--- src/rtl/core/websocket_frame_parser_defines.svh ---
// assertion macros shared by the frame parser
`ifndef WEBSOCKET_FRAME_PARSER_DEFINES_SVH
`define WEBSOCKET_FRAME_PARSER_DEFINES_SVH

// same-cycle implication, checked on every edge out of reset
`define WSFP_ASSERT_IMPL(lbl, ante, cons) \
    lbl: assert property (@(posedge clk) disable iff (!rst_n) (ante) |-> (cons)) \
        else $error("websocket frame parser assertion failed");

// next-cycle implication, checked on every edge out of reset
`define WSFP_ASSERT_NEXT(lbl, ante, cons) \
    lbl: assert property (@(posedge clk) disable iff (!rst_n) (ante) |=> (cons)) \
        else $error("websocket frame parser assertion failed");

`endif

--- src/rtl/core/wsfp_pkg.sv ---
`default_nettype none

package wsfp_pkg;

    // width of the payload byte counter
    localparam int COUNT_BITS = 32;
    // largest length the counter can count
    localparam logic [63:0] COUNT_MAX = 64'((65'd1 << COUNT_BITS) - 65'd1);

    localparam logic [31:0] MAX_LEN_RESET = 32'd33554432;

    localparam logic [3:0] OP_TEXT  = 4'h1;
    localparam logic [3:0] OP_CLOSE = 4'h8;

    localparam logic [6:0] LEN_CODE_16 = 7'd126;
    localparam logic [6:0] LEN_CODE_64 = 7'd127;

    typedef enum logic [2:0] {
        PH_HDR0    = 3'd0,
        PH_HDR1    = 3'd1,
        PH_EXTLEN  = 3'd2,
        PH_MASK    = 3'd3,
        PH_PAYLOAD = 3'd4,
        PH_CLOSED  = 3'd5
    } phase_t;

    typedef enum logic [1:0] {
        EV_BYTE  = 2'd0,
        EV_EMPTY = 2'd1,
        EV_CLOSE = 2'd2,
        EV_LONG  = 2'd3
    } event_kind_t;

    typedef struct packed {
        logic        valid;
        event_kind_t kind;
        logic [7:0]  data;
        logic        last;
    } event_t;

endpackage

`default_nettype wire

--- src/rtl/core/wsfp_parser.sv ---
`default_nettype none

module wsfp_parser
(
    input  wire logic             clk,
    input  wire logic             rst_n,
    input  wire logic             accept,
    input  wire logic [7:0]       rx_byte,
    input  wire logic [31:0]      max_frame_len,
    output wsfp_pkg::event_t      ev,
    output wsfp_pkg::phase_t      phase
);

    wsfp_pkg::phase_t                  phase_reg, phase_next;
    logic [3:0]                        opcode_reg, opcode_next;
    logic                              mask_reg, mask_next;
    logic [63:0]                       len_reg, len_next;
    logic [2:0]                        left_reg, left_next;
    logic [31:0]                       key_reg, key_next;
    logic [wsfp_pkg::COUNT_BITS-1:0]   count_reg, count_next;

    logic                              after_len;
    logic                              hdr_done;
    logic                              too_long;
    logic                              last_byte;
    logic [wsfp_pkg::COUNT_BITS:0]     count_inc;
    logic [1:0]                        key_sel;
    logic [7:0]                        key_byte;
    logic [7:0]                        plain_byte;

    assign count_inc  = {1'b0, count_reg} + {{wsfp_pkg::COUNT_BITS{1'b0}}, 1'b1};
    assign last_byte  = count_inc >= {1'b0, len_reg[wsfp_pkg::COUNT_BITS-1:0]};
    // first key byte sits in the top bits
    assign key_sel    = 2'd3 - count_reg[1:0];
    assign key_byte   = key_reg[{key_sel, 3'b000} +: 8];
    assign plain_byte = mask_reg ? (rx_byte ^ key_byte) : rx_byte;

    always_comb
    begin
        phase_next  = phase_reg;
        opcode_next = opcode_reg;
        mask_next   = mask_reg;
        len_next    = len_reg;
        left_next   = left_reg;
        key_next    = key_reg;
        count_next  = count_reg;
        after_len   = 1'b0;
        hdr_done    = 1'b0;
        ev          = '0;

        case (phase_reg)
            wsfp_pkg::PH_HDR0:
            begin
                opcode_next = rx_byte[3:0];
                phase_next  = wsfp_pkg::PH_HDR1;
            end
            wsfp_pkg::PH_HDR1:
            begin
                mask_next = rx_byte[7];
                len_next  = 64'd0;
                if (rx_byte[6:0] == wsfp_pkg::LEN_CODE_16)
                begin
                    left_next  = 3'd1;
                    phase_next = wsfp_pkg::PH_EXTLEN;
                end
                else if (rx_byte[6:0] == wsfp_pkg::LEN_CODE_64)
                begin
                    left_next  = 3'd7;
                    phase_next = wsfp_pkg::PH_EXTLEN;
                end
                else
                begin
                    len_next  = {57'd0, rx_byte[6:0]};
                    after_len = 1'b1;
                end
            end
            wsfp_pkg::PH_EXTLEN:
            begin
                len_next = {len_reg[55:0], rx_byte};
                if (left_reg != 3'd0)
                    left_next = left_reg - 3'd1;
                else
                    after_len = 1'b1;
            end
            wsfp_pkg::PH_MASK:
            begin
                key_next = {key_reg[23:0], rx_byte};
                if (left_reg != 3'd0)
                    left_next = left_reg - 3'd1;
                else
                    hdr_done = 1'b1;
            end
            wsfp_pkg::PH_PAYLOAD:
            begin
                count_next = count_inc[wsfp_pkg::COUNT_BITS-1:0];
                if (!last_byte)
                begin
                    if (opcode_reg == wsfp_pkg::OP_TEXT)
                    begin
                        ev.valid = accept;
                        ev.kind  = wsfp_pkg::EV_BYTE;
                        ev.data  = plain_byte;
                    end
                end
                else if (opcode_reg == wsfp_pkg::OP_CLOSE)
                begin
                    phase_next = wsfp_pkg::PH_CLOSED;
                    ev.valid   = accept;
                    ev.kind    = wsfp_pkg::EV_CLOSE;
                end
                else
                begin
                    phase_next = wsfp_pkg::PH_HDR0;
                    if (opcode_reg == wsfp_pkg::OP_TEXT)
                    begin
                        ev.valid = accept;
                        ev.kind  = wsfp_pkg::EV_BYTE;
                        ev.data  = plain_byte;
                        ev.last  = 1'b1;
                    end
                end
            end
            wsfp_pkg::PH_CLOSED:
            begin
                phase_next = wsfp_pkg::PH_CLOSED;
            end
            default:
            begin
                phase_next = wsfp_pkg::PH_CLOSED;
            end
        endcase

        // length field complete: either a mask key follows or the header is done
        if (after_len)
        begin
            if (mask_next)
            begin
                key_next   = 32'd0;
                left_next  = 3'd3;
                phase_next = wsfp_pkg::PH_MASK;
            end
            else
                hdr_done = 1'b1;
        end

        too_long = (len_next > {32'd0, max_frame_len}) || (len_next > wsfp_pkg::COUNT_MAX);

        // length check comes before the opcode is looked at
        if (hdr_done)
        begin
            if (too_long)
            begin
                phase_next = wsfp_pkg::PH_CLOSED;
                ev.valid   = accept;
                ev.kind    = wsfp_pkg::EV_LONG;
            end
            else
            begin
                count_next = '0;
                if (len_next != 64'd0)
                    phase_next = wsfp_pkg::PH_PAYLOAD;
                else if (opcode_next == wsfp_pkg::OP_CLOSE)
                begin
                    phase_next = wsfp_pkg::PH_CLOSED;
                    ev.valid   = accept;
                    ev.kind    = wsfp_pkg::EV_CLOSE;
                end
                else
                begin
                    phase_next = wsfp_pkg::PH_HDR0;
                    if (opcode_next == wsfp_pkg::OP_TEXT)
                    begin
                        ev.valid = accept;
                        ev.kind  = wsfp_pkg::EV_EMPTY;
                        ev.last  = 1'b1;
                    end
                end
            end
        end
    end

    always_ff @(posedge clk or negedge rst_n)
    begin
        if (!rst_n)
        begin
            phase_reg  <= wsfp_pkg::PH_HDR0;
            opcode_reg <= 4'd0;
            mask_reg   <= 1'b0;
            len_reg    <= 64'd0;
            left_reg   <= 3'd0;
            key_reg    <= 32'd0;
            count_reg  <= '0;
        end
        else if (accept)
        begin
            phase_reg  <= phase_next;
            opcode_reg <= opcode_next;
            mask_reg   <= mask_next;
            len_reg    <= len_next;
            left_reg   <= left_next;
            key_reg    <= key_next;
            count_reg  <= count_next;
        end
    end

    assign phase = phase_reg;

endmodule

`default_nettype wire

--- src/rtl/core/wsfp_out_reg.sv ---
`default_nettype none

module wsfp_out_reg
(
    input  wire logic             clk,
    input  wire logic             rst_n,
    input  wire wsfp_pkg::event_t ev,
    input  wire logic             m_axis_tready,
    output logic                  m_axis_tvalid,
    output logic [7:0]            m_axis_tdata,
    output logic [1:0]            m_axis_tuser,
    output logic                  m_axis_tlast,
    output logic                  free
);

    logic                  valid_reg, valid_next;
    wsfp_pkg::event_kind_t kind_reg;
    logic [7:0]            data_reg;
    logic                  last_reg;

    // slot can take a new result this cycle
    assign free = !valid_reg || m_axis_tready;

    always_comb
    begin
        valid_next = valid_reg;
        if (ev.valid)
            valid_next = 1'b1;
        else if (m_axis_tready)
            valid_next = 1'b0;
    end

    always_ff @(posedge clk or negedge rst_n)
    begin
        if (!rst_n)
            valid_reg <= 1'b0;
        else
            valid_reg <= valid_next;
    end

    always_ff @(posedge clk)
    begin
        if (ev.valid)
        begin
            kind_reg <= ev.kind;
            data_reg <= ev.data;
            last_reg <= ev.last;
        end
    end

    assign m_axis_tvalid = valid_reg;
    assign m_axis_tdata  = data_reg;
    assign m_axis_tuser  = kind_reg;
    assign m_axis_tlast  = last_reg;

endmodule

`default_nettype wire

--- src/rtl/core/websocket_frame_parser.sv ---
// websocket receive deframer: takes the stream one byte per transaction and
// parses each frame header (opcode, mask bit, 7/16/64-bit length, optional
// 4-byte mask key), then hands out the unmasked payload of text frames one
// byte per transaction with tlast on the last byte; an empty text frame gives
// one "empty message" result, other opcodes are swallowed, and a consumed
// close frame or a length above max_frame_len (or beyond the payload counter)
// gives one report, after which all bytes are dropped until reset. a byte is
// taken while s_axis_tready is high; the state update is combinational logic
// before one output register, so throughput is one byte per clock unless the
// output stalls; a result is on the master side in the cycle after its byte.
// s_axis_tready drops only while a result waits in the output register and
// m_axis_tready is low. the user must write max_frame_len (cfg_wr_en/cfg_wr_data)
// only while the block is idle, not enforced here; it takes effect at the next length check.
`default_nettype none
`include "websocket_frame_parser_defines.svh"

module websocket_frame_parser
(
    input  wire logic        clk,
    input  wire logic        rst_n,
    // receive stream
    input  wire logic        s_axis_tvalid,
    output logic             s_axis_tready,
    input  wire logic [7:0]  s_axis_tdata,   // [7:0] rx_byte
    // result stream
    output logic             m_axis_tvalid,
    input  wire logic        m_axis_tready,
    output logic [7:0]       m_axis_tdata,   // [7:0] payload_byte
    output logic [1:0]       m_axis_tuser,   // [1:0] event_kind
    output logic             m_axis_tlast,   // message_end
    // configuration: max_frame_len
    input  wire logic        cfg_wr_en,
    input  wire logic [31:0] cfg_wr_data
);

    logic [31:0]       max_len_reg;
    logic              accept;
    logic              out_free;
    wsfp_pkg::event_t  ev;
    wsfp_pkg::phase_t  phase;

    // length limit register
    always_ff @(posedge clk or negedge rst_n)
    begin
        if (!rst_n)
            max_len_reg <= wsfp_pkg::MAX_LEN_RESET;
        else if (cfg_wr_en)
            max_len_reg <= cfg_wr_data;
    end

    // a byte goes in whenever the output slot is empty or being drained
    assign s_axis_tready = out_free;
    assign accept        = s_axis_tvalid && s_axis_tready;

    // header and payload state machine
    wsfp_parser u_parser
    (
        .clk           (clk),
        .rst_n         (rst_n),
        .accept        (accept),
        .rx_byte       (s_axis_tdata),
        .max_frame_len (max_len_reg),
        .ev            (ev),
        .phase         (phase)
    );

    // result register
    wsfp_out_reg u_out
    (
        .clk           (clk),
        .rst_n         (rst_n),
        .ev            (ev),
        .m_axis_tready (m_axis_tready),
        .m_axis_tvalid (m_axis_tvalid),
        .m_axis_tdata  (m_axis_tdata),
        .m_axis_tuser  (m_axis_tuser),
        .m_axis_tlast  (m_axis_tlast),
        .free          (out_free)
    )
    ;

    // a closed stream never produces a result
    `WSFP_ASSERT_IMPL(a_closed_silent, phase == wsfp_pkg::PH_CLOSED, !ev.valid)
    // a report closes the stream for good
    `WSFP_ASSERT_NEXT(a_report_closes, ev.valid && (ev.kind == wsfp_pkg::EV_CLOSE || ev.kind == wsfp_pkg::EV_LONG), phase == wsfp_pkg::PH_CLOSED)
    // a new result never overwrites one still waiting
    `WSFP_ASSERT_IMPL(a_no_overwrite, ev.valid, out_free)
    // an empty message always ends a message
    `WSFP_ASSERT_IMPL(a_empty_ends, ev.valid && ev.kind == wsfp_pkg::EV_EMPTY, ev.last)

endmodule

`default_nettype wire

--- config.mk ---
export PLATFORM = sky130hd
export DESIGN_NAME = websocket_frame_parser
export DESIGN_NICKNAME = d
export VERILOG_FILES = /design/src/rtl/core/wsfp_pkg.sv /design/src/rtl/core/wsfp_parser.sv /design/src/rtl/core/wsfp_out_reg.sv /design/src/rtl/core/websocket_frame_parser.sv
export VERILOG_INCLUDE_DIRS = /design/src /design/src/rtl/core
export SDC_FILE = /design/constraint.sdc
export NUM_CORES = 1
export LEC_CHECK = 0
export BUFFER_PORTS_ARGS = -buffer_cell sky130_fd_sc_hd__buf_4
export CAP_MARGIN = 40
export CORE_ASPECT_RATIO = 1.5
export CORE_MARGIN = 3
export CORE_UTILIZATION = 45
export CTS_BUF_LIST = sky130_fd_sc_hd__clkbuf_2
export CTS_CLUSTER_DIAMETER = 30
export DETAILED_ROUTE_END_ITERATION = 16
export SYNTH_ARGS = -nofsm -noshare
export SYNTH_HDL_FRONTEND = slang
export SYNTH_SLANG_ARGS = --single-unit
--- constraint.sdc ---
create_clock -name clk -period 4.8 [get_ports clk]
set_input_delay 0.48 -clock clk [delete_from_list [all_inputs] [get_ports clk]]
set_output_delay 0.48 -clock clk [all_outputs]
set_load 0.01 [all_outputs]
==> run metrics, run 1 <==
Post-route DRC=0; worst supply voltage drop on vdd=around 0.28 mV; CTS clock-pin slew for the worst setup and hold paths=~280 ps; count of mapped cells out of synthesis=~1300; overall routed net length=~33000 microns; max capacitance violation total=0; Max Clk Rate=between 200 and 250 MHz; violation count after the first detailed-routing iteration=approximately 550; family with the most delay on the worst path=compound AO/OA/AOI/OAI gates; Detail Placement HPWL=between 20000 and 25000 microns; leading post-synthesis cells by instance count=nand2_1, dfrtp_1, o21ai_0, inv_1, a21oi_1; most frequent cell after synthesis=nand2_1; Clock Path Buffers=2; Die Width=135 microns; synthesized area divided by synthesized cell count=~8.9 sq um; fin cells=~1700; Pwr Total=slightly above 6 mW; number of distinct library cells after synthesis=62; CP peak stage delay=550 ps; antenna viol nets, final=0; critical path data arrival time=roughly 5200 ps; final worst-path cycle share=around 94%; starting utilization of the core area=between 40% and 50%; count of cells along the worst hold path=3; H-tree depth reported by CTS=4; post-synth top area cell=dfrtp_1; via count of the first global-routing pass=a little under 10000; outcome=complete, no violations; final-layout setup total negative slack=0 ps; Tightest Pin Transition=between 900 and 1000 ps; type of destination of the critical path=flop; post-synthesis async set-or-reset flop share=a little over nine tenths; Post-Syn Nets=approximately 1400; number of enable-type register cells in the synthesized netlist=11; worst clock skew=50.8 ps; Static Leakage=around 5.7 nW; unrepaired setup endpoints after global routing=no; Std-Cell Rows=70; global-route wire length before repair=52400 microns; setup slack after layout=310 ps; Wirelength per Cell=19.3 microns; largest cells by area after synthesis=dfrtp_1, ha_1, nand2_1; final slew viol count=0; Worst Reg-to-Reg Cells=12; Critical path buffers and inverters=2; number of synthesized register bits=approximately 180; All-Layer GR Usage=approximately 25%; Worst EP required=around 5500 ps; Worst Hold End=max_len_reg[25]$_DFFE_PN1P_; grt ovf=0; mean number of vias per cell=around 5.8; fraction of post-synthesis cell area in the top cell type by area=a little under two fifths; filler cell count=around 2400; path type of the worst setup path=reg -> reg; total power divided by cell area=486 nW/um^2; worst-skew pair later-pin latency=around 820 ps; pre-CTS setup slack=159 ps; flop-to-flop setup slack=between 300 and 400 ps; core region area=roughly 24000 sq um; number of endpoints failing setup at the final stage=0; global placement routability congestion=a little under 0.9; share of synthesized area occupied by flip-flops and latches=~42%; yosys warns=0; Util after Layout=between 50% and 60%; shortest period the worst path allows=between 4000 and 5000 ps; Net count, final=approximately 1500; CTS Sinks=about 180; Area growth, synth to finish=13.8%; Slowest-stage cell, CP=nor4_1; port bufs=between 50 and 60; hold_sp=cfg_wr_en; die area=~27000 sq um; Worst Setup Start Kind=flop; detailed-route via count=9786; area of the mapped netlist=between 10000 and 15000 sq um; largest net degree at the start of global routing=90; initial antenna violation count=1; worst slew slack as a fraction of its limit=35.1%; hold violation total from the final report=0; total CTS buffers=17; top fanout value on the critical path=21; first drt pass iteration count=8; main flop type after synthesis=dfrtp_1; layout cells sized above 1=11.8%; die height=199 microns; FF-to-FF Start=u_parser.phase[1]$_DFFE_PN0P_; instance count after placement with tap cells included=around 1600; CTS tree=yes; Root Buffer=clkbuf_2; max FFs per register=64; crit path cell chain=inv_1 -> buf_4 -> a22oi_1 -> o21ai_0 -> ha_1 -> nand4_1 -> nor4_1 -> and2_1 -> o22a_1 -> nand3_4 -> a21o_1 -> mux2_2; path type of the worst min-delay path=in -> reg; number of primary I/O pins=58; worst flop-to-flop path endpoint=u_parser.count_reg[0]$_DFFE_PN0P_
==> cell type report <==
type,count,area (sq um),share of cell area (%)
antenna,1,2.50,0.0197
clock buffer,18,90.1,0.709
clock inverter,14,139,1.09
inverter,93,349,2.75
multi-input combinational,913,5910,46.6
sequential,183,4640,36.5
tap,324,405,3.19
timing repair buffer,137,1160,9.17
==> cells by family (layout without fill, tap and decap cells) <==
kind of cell               after synthesis  after routing  share of synthesized area [%]
adders and majority gates               67             67                           7.51
and+or+nand+nor                        433            433                           18.8
AOI/OAI and AO/OA                      350            350                           20.2
buffers and inverters                  165            262                           5.83
xor gates and xnor gates                40             40                           3.14
muxes                                   23             23                           3.06
other                                    0              1                              0
DFF                                    183            183                           41.5
==> where the power goes <==
| part | internal (mW) | total (mW) | switching [mW] |
|---|---|---|---|
| clock | 0.209 | 0.815 | 0.606 |
| sequential | 1.89 | 2.27 | 0.381 |
| combinational | 1.25 | 3.10 | 1.85 |
| total | 3.34 | 6.18 | 2.84 |
==> worst reg2reg max path: stages, from the launching register on <==
cell     delay [ps]
dfrtp_1         540
inv_1           420
buf_4           330
a22oi_1         120
o21ai_0         540
ha_1            260
nand4_1         190
nor4_1          550
and2_1          200
o22a_1          240
nand3_4         110
a21o_1          530
mux2_2          410
==> layer usage <==
layer | part of all wire (%) | up-vias | wire [microns] | GRT usage, %
li1 | - | 4680 | - | -
met1 | 39 | 4737 | 12600 | 28.6
met2 | 51 | 282 | 16700 | 44.7
met3 | 4.4 | 87 | 1430 | 4.00
met4 | 5.5 | 0 | 1790 | 14.0
met5 | 0 | - | 0 | 0
==> layout by cell type, fill, tap and decap left out, types with 25 or more instances in the layout <==
cell type | netlist | layout
a21oi_1 | 86 | 86
a22o_1 | 45 | 45
buf_4 | 0 | 91
dfrtp_1 | 171 | 170
dlygate4sd3_1 | 0 | 43
ha_1 | 67 | 67
inv_1 | 93 | 93
nand2_1 | 197 | 196
nand3_1 | 30 | 30
nand4_1 | 25 | 25
nor2_1 | 53 | 52
nor2b_1 | 27 | 26
o21ai_0 | 113 | 112
==> worst max path at each step <==
stage | endpoint | slack (ps) | cells past startpoint | start
2_1_floorplan | u_out.m_axis_tdata[0]$_SDFFCE_PN0P_ | 470 | 14 | u_parser.count_reg[0]$_DFFE_PN0P_
3_3_place_gp | u_out.m_axis_tdata[5]$_SDFFCE_PN0P_ | 270 | 13 | u_parser.count_reg[0]$_DFFE_PN0P_
3_5_place_dp | u_out.m_axis_tdata[5]$_SDFFCE_PN0P_ | 160 | 14 | u_parser.count_reg[0]$_DFFE_PN0P_
4_1_cts | u_out.m_axis_tdata[5]$_SDFFCE_PN0P_ | 70 | 14 | u_parser.count_reg[0]$_DFFE_PN0P_
5_1_grt | u_parser.count_reg[0]$_DFFE_PN0P_ | 30 | 12 | u_parser.phase[0]$_DFFE_PN0P_
6_report | u_parser.count_reg[0]$_DFFE_PN0P_ | 310 | 12 | u_parser.phase[1]$_DFFE_PN0P_
==> stage by stage <==
step / area [sq um] / hold WS [ps]
after CTS: 12700 / 24.8
after detailed placement: 12000 / 481
after floorplan: 11200 / 184
after global routing: 12700 / 79.4
after global placement: 12000 / 476
final: 12700 / 118
==> what timing repair did <==
action | 4_1_cts | 5_1_grt
endpoints found under the hold margin | 130 | 0
resized for setup | 0 | 4
setup endpoints to repair | 0 | 16
setup buffers | 0 | 1
hold buffers | 43 | 0
(Power assumes the default switching activity.)
==> inputs of run 2 (changes only) <==
ABC_AREA = 1   (was unset)
==> run 2 against run 1 <==
Net effect:
- non-clock buffer count fell by 22
- setup slack better by 350 ps
- critical path depth rose by 7
- worst hold slack lost 10 ps
- critical path type unchanged
- critical endpoint is now u_out.m_axis_tdata[7]$_SDFFCE_PN0P_
==> run metrics, run 2 <==
fraction of post-synthesis cell area in the top cell type by area=37.2% (-1.1 points); Tightest Pin Transition=860 ps (-111 ps); type of destination of the critical path=flop; Critical path buffers and inverters=4 (+2); post-synth top area cell=dfrtp_1; global-route track usage on met2=42.8% (-1.9 points); multi-input logic area=5620 sq um (-4.9%); Die Width=136 microns (+1.4%); final slew viol count=0 (unchanged); Post-Syn Nets=1660 (+21%); area of the mapped netlist=11500 sq um (+2.9%); worst slew slack as a fraction of its limit=42.6% (+7.5 points); number of primary I/O pins=58 (unchanged); worst-skew pair later-pin latency=810 ps (about the same); via count of the first global-routing pass=10300 (+3.9%); path type of the worst min-delay path=in -> reg; H-tree depth reported by CTS=4 (unchanged); antenna viol nets, final=0 (unchanged); number of endpoints failing setup at the final stage=0 (unchanged); worst supply voltage drop on vdd=0.241 mV (-13%); core region area=25100 sq um (+2.9%); Setup Fix Bufs, Post-CTS=0 (unchanged); worst clock skew=50.0 ps (-0.805 ps); Max Clk Rate=241 MHz (+8.4%); Clock Path Buffers=2 (unchanged); instance count after placement with tap cells included=1883 (+17%); Gates resized, CTS repair=0 (unchanged); Slowest-stage cell, CP=nor4_1; grt ovf=0 (unchanged); combined flip-flop and latch cell area=4640 sq um (about the same); number of enable-type register cells in the synthesized netlist=11 (unchanged); Std-Cell Rows=71 (+1.4%); All-Layer GR Usage=24.1% (-1.0 points); main flop type after synthesis=dfrtp_1; Net count, final=1728 (+19%); hold violation total from the final report=0 (unchanged); met3 usage in global routing=3.45% (-0.55 points); starting utilization of the core area=45.7% (about the same); initial antenna violation count=1 (unchanged); max FFs per register=64 (unchanged); layout cells sized above 1=8.10% (-3.7 points); post-synthesis async set-or-reset flop share=94.0% (unchanged); outcome=complete, no violations; die height=202 microns (+1.4%); Worst Setup Start Kind=flop; port bufs=57 (unchanged); unrepaired setup endpoints after global routing=no; global-route layer with the greatest usage=met2; final-layout setup total negative slack=0 ps (unchanged); Post-route DRC=0 (unchanged); count of mapped cells out of synthesis=1548 (+23%); largest net degree at the start of global routing=65 (-28%); yosys warns=0 (unchanged); global placement routability congestion=0.913 (+3.8%); overall routed net length=31800 microns (-2.1%); final worst-path cycle share=86.3% (-7.2 points); share of synthesized area occupied by flip-flops and latches=40.3% (-1.2 points); Pwr Total=7.41 mW (+20%); Root Buffer=clkbuf_2; Wirelength per Cell=16.2 microns (-16%); synthesized area divided by synthesized cell count=7.42 sq um (-16%); most frequent CP cell=nand2_1; number of synthesized register bits=183 (unchanged); path type of the worst setup path=reg -> reg; Static Leakage=6.34 nW (+11%); family with the most delay on the worst path=simple AND/OR/NAND/NOR gates; leading post-synthesis cells by instance count=nand2_1, inv_1, dfrtp_1, o21ai_0, nor2_1; top fanout value on the critical path=11 (-48%); CP peak stage delay=670 ps (+120 ps); max capacitance violation total=0 (unchanged); detailed-route via count=10300 (+4.8%); met1 routing resource usage after global routing=28.6% (about the same); total power divided by cell area=578 nW/um^2 (+19%); mean number of vias per cell=5.24 (-9.9%); critical path data arrival time=4660 ps (-560 ps); CTS clock-pin slew for the worst setup and hold paths=280 ps (about the same); commonest cells after routing, fill and taps aside=nand2_1, inv_1, dfrtp_1, o21ai_0, nor2_1; most frequent cell after synthesis=nand2_1; first drt pass iteration count=5 (-3); fin cells=1959 (+16%); CTS Sinks=183 (unchanged); crit path cell chain=inv_1 -> nor4_1 -> nand2_1 -> or3_1 -> xor2_1 -> inv_1 -> ha_1 -> nand2_1 -> inv_1 -> nand3_1 -> nor3_1 -> nand3_1 -> nand4_1 -> nor2_1 -> nand2_1 -> a31oi_1 -> nand2_1 -> nand2_1 -> inv_1; CTS tree=yes; total CTS buffers=17 (unchanged); leading cell type in the layout, fill and taps excluded=nand2_1; flop-to-flop setup slack=660 ps (+350 ps); minimum hold slack=108 ps (-10.1 ps); Detail Placement HPWL=23300 microns (-0.30%); global-route wire length before repair=52300 microns (-0.16%); Area growth, synth to finish=11.5%; filler cell count=2510 (+6.8%); largest cells by area after synthesis=dfrtp_1, nand2_1, inv_1; Worst EP required=5310 ps (-220 ps); die area=27500 sq um (+2.8%); violation count after the first detailed-routing iteration=643 (+17%); shortest period the worst path allows=4140 ps (-346 ps); Hold-fix buffers, CTS=42 (-2.3%); number of distinct library cells after synthesis=46 (-26%)
-- run 2: cell count changes in the layout (fill, tap and decap cells not counted), moves of 20 or more --
cell and delta:
a21oi_1 -23, a22o_1 -45, buf_4 -20, inv_1 +134, nand2_1 +183, nand3_1 +39, nor2_1 +48, nor2b_1 -26
o211ai_1 +29, o21ai_0 +35, o22ai_1 +25
-- run 2: where the power goes --
| part | switching [mW] | internal [mW] |
|---|---|---|
| Combinational | 2.60 | 1.44 |
| Sequential | 0.419 | 2.12 |
| Clock | 0.578 | 0.245 |
| Total | 3.60 | 3.81 |
-- run 2: cell type report --
cell class	count	share of cell area [%]
diodes	2	0.0390
clock buffers	18	0.703
clock inverters	14	1.18
inverters	244	7.17
multi-input cells	1055	43.9
flip-flops and latches	183	36.2
well taps	328	3.20
repair buffers	115	7.68
-- run 2: worst paths after layout --
kind	startpoint	endpoint	depth (start not counted)
min reg2reg	u_parser.len_reg[56]$_DFFE_PN0P_	u_parser.len_reg[56]$_DFFE_PN0P_	2
min in group asynchronous	rst_n	u_parser.key_reg[10]$_DFFE_PN0P_	2
max reg2reg	u_parser.count_reg[4]$_DFFE_PN0P_	u_out.m_axis_tdata[7]$_SDFFCE_PN0P_	19
min	cfg_wr_en	max_len_reg[25]$_DFFE_PN1P_	3
max in group asynchronous	rst_n	u_parser.len_reg[49]$_DFFE_PN0P_	3
max	u_parser.count_reg[4]$_DFFE_PN0P_	u_out.m_axis_tdata[7]$_SDFFCE_PN0P_	19
-- run 2: layer usage --
metal,up-vias,share of wire (%)
li1,5207,-
met4,0,3.6
met2,195,52
met1,4803,42
met5,-,0
met3,53,2.8
-- run 2: metrics by stage --
stage	setup slack (ps)	util [%]	instance area, sq um
2_1_floorplan	1390	-	11500
3_3_place_gp	760	48.3	12100
3_5_place_dp	696	48.3	12200
4_1_cts	649	51.0	12800
5_1_grt	129	51.0	12800
6_report	656	51.0	12800
-- run 2: logic make-up after synthesis --
logic type      share of synthesized area [%]
mux                                     0.185
compound gates                           15.5
buf+inv                                  10.8
flops                                    40.3
xor+xnor                                 2.74
simple gates                             23.1
fa+ha+maj                                7.30
-- run 2: tightest hold or removal path: stages --
cell and delay [ps]:
buf_4 270, nand2_1 100, o21ai_0 70
